`config.mk`:
```
export PLATFORM = sky130hd
export DESIGN_NAME = vpt_sincos
export DESIGN_NICKNAME = d
export VERILOG_FILES = /design/src/rtl/vpt_pkg.sv /design/src/rtl/vpt_sincos.sv
export SDC_FILE = /design/constraint.sdc
export NUM_CORES = 2
export LEC_CHECK = 0
export CAP_MARGIN = 20
export CORE_MARGIN = 1
export CORE_UTILIZATION = 36
export CTS_CLUSTER_DIAMETER = 80
export DETAILED_ROUTE_END_ITERATION = 10
export DONT_BUFFER_PORTS = 1
export PLACE_DENSITY = 0.62
export SETUP_SLACK_MARGIN = 0.4
export SYNTH_ARGS = -nofsm -noshare
export SYNTH_HDL_FRONTEND = slang
export SYNTH_SLANG_ARGS = --single-unit
```
`constraint.sdc`:
```
create_clock -name clk_i -period 12.8 [get_ports clk_i]
set_input_delay 1.92 -clock clk_i [delete_from_list [all_inputs] [get_ports clk_i]]
set_output_delay 1.92 -clock clk_i [all_outputs]
set_load 0.005 [all_outputs]
```
`src/rtl/vpt_pkg.sv`:
```
// ----------------------------------------------------------------------------
// vpt_pkg
// Shared types, constants and helpers of the vertex placement transform.
// ----------------------------------------------------------------------------
`default_nettype none

package vpt_pkg;

  localparam int unsigned ANGLE_BITS_DEF = 16;

  typedef enum logic [1:0] {
    MODE_ANGLE  = 2'd0,
    MODE_SCALE  = 2'd1,
    MODE_OFFSET = 2'd2,
    MODE_VERTEX = 2'd3
  } mode_e;

  typedef enum logic [3:0] {
    SC_IDLE,
    SC_PREP,
    SC_RAD,
    SC_SQR,
    SC_R2,
    SC_TERM,
    SC_DLOAD,
    SC_DIV,
    SC_UPD,
    SC_SINM,
    SC_SINST,
    SC_FIN
  } sc_state_e;

  localparam logic [30:0]        Q30_ONE     = 31'h4000_0000;
  localparam logic [30:0]        HALF_PI_Q30 = 31'h6487_ED51;
  localparam logic signed [31:0] SCALE_ONE   = 32'sh0001_0000;
  localparam logic signed [63:0] RND30       = 64'sd536870912;
  localparam logic signed [63:0] RND16       = 64'sd32768;
  localparam logic signed [63:0] MAX32       = 64'sd2147483647;
  localparam logic signed [63:0] MIN32       = -64'sd2147483648;
  localparam logic [3:0]         SIN_LAST    = 4'd3;
  localparam logic [3:0]         COS_LAST    = 4'd8;

  typedef struct packed {
    logic signed [31:0] sn;
    logic signed [31:0] cs;
  } vpt_trig_t;

  typedef struct packed {
    logic signed [31:0] v;
    logic               coll;
  } vpt_side_t;

  typedef struct packed {
    logic signed [31:0] x;
    logic signed [31:0] y;
    logic signed [31:0] z;
    logic               coll;
  } vpt_vec_t;

  function automatic logic signed [31:0] sat32(input logic signed [63:0] v);
    logic signed [31:0] r;
    if (v > MAX32) begin
      r = 32'sh7FFF_FFFF;
    end else if (v < MIN32) begin
      r = 32'sh8000_0000;
    end else begin
      r = v[31:0];
    end
    return r;
  endfunction

  // reciprocals of the series divisors (72 42 20 6, then 90 56 30 12 2),
  // exact for any 30-bit dividend with the shift below
  function automatic logic [30:0] term_recip(input logic [3:0] k);
    logic [30:0] m;
    case (k)
      4'd0:    m = 31'd1908874354;
      4'd1:    m = 31'd1636178018;
      4'd2:    m = 31'd1717986919;
      4'd3:    m = 31'd1431655766;
      4'd4:    m = 31'd1527099484;
      4'd5:    m = 31'd1227133514;
      4'd6:    m = 31'd1145324613;
      4'd7:    m = 31'd1431655766;
      4'd8:    m = 31'd1073741824;
      default: m = 31'd0;
    endcase
    return m;
  endfunction

  function automatic logic [5:0] term_shift(input logic [3:0] k);
    logic [5:0] s;
    case (k)
      4'd0:    s = 6'd37;
      4'd1:    s = 6'd36;
      4'd2:    s = 6'd35;
      4'd3:    s = 6'd33;
      4'd4:    s = 6'd37;
      4'd5:    s = 6'd36;
      4'd6:    s = 6'd35;
      4'd7:    s = 6'd34;
      4'd8:    s = 6'd31;
      default: s = 6'd31;
    endcase
    return s;
  endfunction

endpackage

`default_nettype wire

```
`src/rtl/vpt_sincos.sv`:
```
// ----------------------------------------------------------------------------
// vpt_sincos
// Holds the three angles and works out their sine and cosine in Q2.30 with
// one shared multiplier; series divisions use reciprocal multiplication.
// ----------------------------------------------------------------------------
`default_nettype none

module vpt_sincos
  import vpt_pkg::*;
#(
  parameter int unsigned ANGLE_BITS = ANGLE_BITS_DEF
) (
  input  wire logic                  clk_i,
  input  wire logic                  rst_ni,
  input  wire logic                  start_i,
  input  wire logic [ANGLE_BITS-1:0] angle_x_i,
  input  wire logic [ANGLE_BITS-1:0] angle_y_i,
  input  wire logic [ANGLE_BITS-1:0] angle_z_i,
  output logic                       busy_o,
  output vpt_trig_t [2:0]            trig_o
);

  sc_state_e state_q, state_d;
  logic [1:0]                       axis_q;
  logic [3:0]                       k_q;
  logic [2:0][ANGLE_BITS-1:0]       angle_q;
  logic                             swap_q;
  logic [1:0]                       quad_q;
  logic [29:0]                      r_q, r2_q, dvd_q;
  logic [30:0]                      t_q, s0_q;
  logic [61:0]                      prod_q;
  vpt_trig_t [2:0]                  trig_q;

  logic [31:0] ang_w;
  logic [29:0] frac, fold;
  logic [30:0] mul_a, mul_b;
  logic [29:0] quo;
  logic signed [31:0] sv, cv;
  vpt_trig_t   fin;

  // octant fold of the widened angle
  always_comb begin
    ang_w = {angle_q[axis_q], {(32-ANGLE_BITS){1'b0}}};
    frac  = ang_w[29:0];
    fold  = frac[29] ? 30'(Q30_ONE - {1'b0, frac}) : frac;
  end

  always_comb begin
    state_d = state_q;
    case (state_q)
      SC_IDLE:  if (start_i) state_d = SC_PREP;
      SC_PREP:  state_d = SC_RAD;
      SC_RAD:   state_d = SC_SQR;
      SC_SQR:   state_d = SC_R2;
      SC_R2:    state_d = SC_TERM;
      SC_TERM:  state_d = SC_DLOAD;
      SC_DLOAD: state_d = SC_DIV;
      SC_DIV:   state_d = SC_UPD;
      SC_UPD: begin
        if (k_q == SIN_LAST) begin
          state_d = SC_SINM;
        end else if (k_q == COS_LAST) begin
          state_d = SC_FIN;
        end else begin
          state_d = SC_TERM;
        end
      end
      SC_SINM:  state_d = SC_SINST;
      SC_SINST: state_d = SC_TERM;
      SC_FIN:   state_d = (axis_q == 2'd2) ? SC_IDLE : SC_PREP;
      default:  state_d = SC_IDLE;
    endcase
  end

  always_comb begin
    busy_o = (state_q != SC_IDLE);
    mul_a  = '0;
    mul_b  = '0;
    case (state_q)
      SC_PREP: begin
        mul_a = {1'b0, fold};
        mul_b = HALF_PI_Q30;
      end
      SC_SQR: begin
        mul_a = {1'b0, r_q};
        mul_b = {1'b0, r_q};
      end
      SC_TERM: begin
        mul_a = {1'b0, r2_q};
        mul_b = t_q;
      end
      SC_DIV: begin
        mul_a = {1'b0, dvd_q};
        mul_b = term_recip(k_q);
      end
      SC_SINM: begin
        mul_a = {1'b0, r_q};
        mul_b = t_q;
      end
      default: ;
    endcase
  end

  // quotient of the term by its divisor
  always_comb begin
    quo = 30'(prod_q >> term_shift(k_q));
  end

  // quadrant signs and octant swap
  always_comb begin
    sv = swap_q ? {1'b0, t_q} : {1'b0, s0_q};
    cv = swap_q ? {1'b0, s0_q} : {1'b0, t_q};
    case (quad_q)
      2'd0:    begin fin.sn = sv;  fin.cs = cv;  end
      2'd1:    begin fin.sn = cv;  fin.cs = -sv; end
      2'd2:    begin fin.sn = -sv; fin.cs = -cv; end
      default: begin fin.sn = -cv; fin.cs = sv;  end
    endcase
  end

  always_ff @(posedge clk_i or negedge rst_ni) begin
    if (!rst_ni) begin
      state_q <= SC_IDLE;
      axis_q  <= '0;
      k_q     <= '0;
      angle_q <= '0;
      for (int i = 0; i < 3; i++) begin
        trig_q[i].sn <= '0;
        trig_q[i].cs <= 32'(Q30_ONE);
      end
    end else begin
      state_q <= state_d;
      case (state_q)
        SC_IDLE: begin
          if (start_i) begin
            axis_q  <= '0;
            angle_q <= {angle_z_i, angle_y_i, angle_x_i};
          end
        end
        SC_R2:    k_q   <= '0;
        SC_UPD:   k_q   <= k_q + 4'd1;
        SC_FIN: begin
          trig_q[axis_q] <= fin;
          axis_q         <= axis_q + 2'd1;
        end
        default: ;
      endcase
    end
  end

  always_ff @(posedge clk_i) begin
    prod_q <= mul_a * mul_b;
    case (state_q)
      SC_PREP: begin
        swap_q <= frac[29];
        quad_q <= ang_w[31:30];
      end
      SC_RAD: r_q <= prod_q[59:30];
      SC_R2: begin
        r2_q <= prod_q[59:30];
        t_q  <= Q30_ONE;
      end
      SC_DLOAD: dvd_q <= prod_q[59:30];
      SC_UPD: t_q <= Q30_ONE - {1'b0, quo};
      SC_SINST: begin
        s0_q <= prod_q[60:30];
        t_q  <= Q30_ONE;
      end
      default: ;
    endcase
  end

  assign trig_o = trig_q;

endmodule

`default_nettype wire

```
==> flow_summary.toml <==
[setup_path]
cp_common_cell = "fa_1"
cp-start-kind = "flip-flop"
crit_family = "adder cells"
path_class = "flip-flop to flip-flop"
slowest_delay_ns = 1.02
required_ns = 13.24
slowest_stage = "dfrtp_1"
worst-path-buf-inv = 4
end_kind = "flip-flop"
crit_fanout = 22
worstPathArrival_ns = 11.77

[clock_tree]
holdBufCountCts = 0
htree_levels = 2
clk_path_buf_depth = 3
cts_inserted_buffers = 46
cts_tree = "built"
clockRootBuffer = "clkbuf_16"
insertion_delay_ns = 0.58
numClockSinks = 437
clk_pin_slew_worst_paths_ns = 0.06
post-cts-setup-buffers = 0
cts_resized = 0

[route]
drc_errors = 0
wl_met2_mm = 74.0
drt_iter0_drc = 3904
dr.pass1.iters = 9
drtAntennaViolNets = 0
met3WireLength_mm = 14.8
wl_per_cell_um = 22.7
dr_total_vias = 39521
highest_layer = "met4"
met1_length_mm = 68.3
routed_wl_mm = 164
vias_per_cell = 5.48

[place]
dp.cells = 7124
finalWeightedCongestion = 0.965
dp_hpwl_mm = 130
io_buffers = 0

[timing]
hold_violations = 0
tns_ns = 0
finalCritPeriodShare_pct = 88.5
skew_ns = 0.0219
rsz0062_at_grt = "false"
tightest_slew_ns = 1.45
report.final.setup_viol = 0
maxSlewViolCount = 0
max_freq_mhz = 88.3
period_minus_slack_ns = 11.32
relSlewSlack_pct = 3.43

[floorplanning]
io_pins = 244
fp.coreArea_um2 = 143000
die_w_um = 382
num_rows = 139
initial_core_util_pct = 36.2
fp.dieArea_um2 = 146000
die_h_um = 382

[global_route]
grt_start_max_net_pins = 251
grt.total_usage_pct = 22.3
grt_pass1_vias = 40166
grt_overflow = 0
grt_pass1_wl_mm = 250
grt_antenna_before_repair = 5

[yosys]
ys.flop_type = "dfrtp_1"
syn_inst = 5415
synth_cell_types = 90
ys_warn_count = 0
synth_area_per_cell_um2 = 9.60
syn-cell-area_um2 = 52000
ys_ff_latch = 437
synth_edf_count = 155
synthesis.nets = 6542
yosysSeqAreaShare_pct = 22.2
synthArstFlopShare_pct = 57.2

[finish]
final_cell_mix = "924 x nand2_1, 874 x inv_1, 809 x fa_1"
nNetsFinal = 6398
area_growth_pct = 7.50
final_cells = 7211
drive_gt1_share_pct = 10.2
final_common_cell = "nand2_1"

[run]
maxCapViolCount = 0

[hold_path]
min_path_type = "flip-flop to flip-flop"

[outcome]
status = "completed"
-- per-stage QoR --
step	hold WS, ns	setup WS (ns)	util (%)	area, µm²
3_5_place_dp	0.493	1.57	37.8	54300
5_1_grt	0.522	0.748	38.9	55900
6_report	0.506	1.48	38.9	55900
3_3_place_gp	0.488	1.82	37.8	54200
4_1_cts	0.507	1.49	38.9	55900
2_1_floorplan	0.438	3.21	-	52000
-- per-layer routing --
| metal | GRT usage (%) | vias up |
|---|---|---|
| met5 | 0 | - |
| met4 | 8.25 | 0 |
| met3 | 4.08 | 272 |
| met2 | 35.1 | 1777 |
| met1 | 30.5 | 20333 |
| li1 | - | 17139 |
-- cells by family (layout without fill, tap and decap cells) --
kind of cell               Yosys count  count (layout)  synth area share (%)
buffers and inverters             1194            1086                  8.69
other                                0               1                     0
adders and majority gates         1076            1076                  37.6
xor gates and xnor gates            76              76                  1.28
DFF                                437             437                  22.2
AOI/OAI and AO/OA                  644             644                  8.18
and+or+nand+nor                   1605            1605                  13.0
muxes                              383             383                  9.08
-- area by class of cell --
class | count | area [µm²]
repair buffers | 125 | 983
fillers | 14098 | 87600
clock buffers | 63 | 1320
clock inverters | 21 | 260
diodes | 1 | 2.50
multi-input cells | 3784 | 36100
inverters | 877 | 3290
well taps | 1903 | 2380
flip-flops and latches | 437 | 11600
-- sequential cells by signal, indices dropped and copies added (netlist names), 30 cells and up --
signal   cells
angle_q     48
dvd_q       30
prod_q      32
r2_q        30
r_q         30
s0_q        31
t_q         31
trig_o     192
-- path summary, 6_finish.rpt --
check | start | endpoint | slack, ns | depth (start not counted)
hold / removal | angle_q[5] | angle_q[5] | 0.51 | 1
setup reg to reg | axis_q[0] | prod_q[57] | 1.48 | 30
setup / recovery | axis_q[0] | prod_q[57] | 1.48 | 30
max in group asynchronous | rst_ni | angle_q[5] | 11.48 | 0
min in group asynchronous | rst_ni | trig_o[31] | 1.04 | 0
hold reg to reg | angle_q[5] | angle_q[5] | 0.51 | 1
-- synth_stat cells (10+ instances only) --
cell / number / area (µm²)
dfxtp_1: 32 / 641
a211oi_1: 32 / 240
o21a_1: 23 / 173
nor3b_1: 18 / 135
nor2_1: 361 / 1360
or3_1: 13 / 81.3
clkbuf_1: 278 / 1040
a221o_1: 27 / 270
and3_1: 17 / 106
a22oi_1: 26 / 195
a222oi_1: 14 / 140
a21o_1: 30 / 225
mux2i_1: 110 / 1100
a31oi_1: 33 / 206
buf_1: 29 / 109
nand4_1: 24 / 150
ha_1: 267 / 3340
nand2b_1: 14 / 87.6
o21ai_0: 166 / 831
nor3_1: 71 / 355
o211ai_1: 13 / 97.6
nand3_1: 50 / 250
a221oi_1: 27 / 236
or4_1: 12 / 90.1
inv_1: 875 / 3280
xnor2_1: 48 / 420
mux2_2: 223 / 2510
and2_1: 43 / 269
o21bai_1: 11 / 82.6
edfxtp_1: 155 / 4650
nor4_1: 10 / 62.6
dfrtp_1: 247 / 6180
xor2_1: 28 / 245
nor2b_1: 12 / 75.1
fa_1: 809 / 16200
o31ai_1: 11 / 82.6
mux4_2: 47 / 1060
a21oi_1: 151 / 756
nand2_1: 930 / 3490
Power is not shown: default switching activity piles up to over one toggle a cycle in this logic, so the estimate is an artifact.
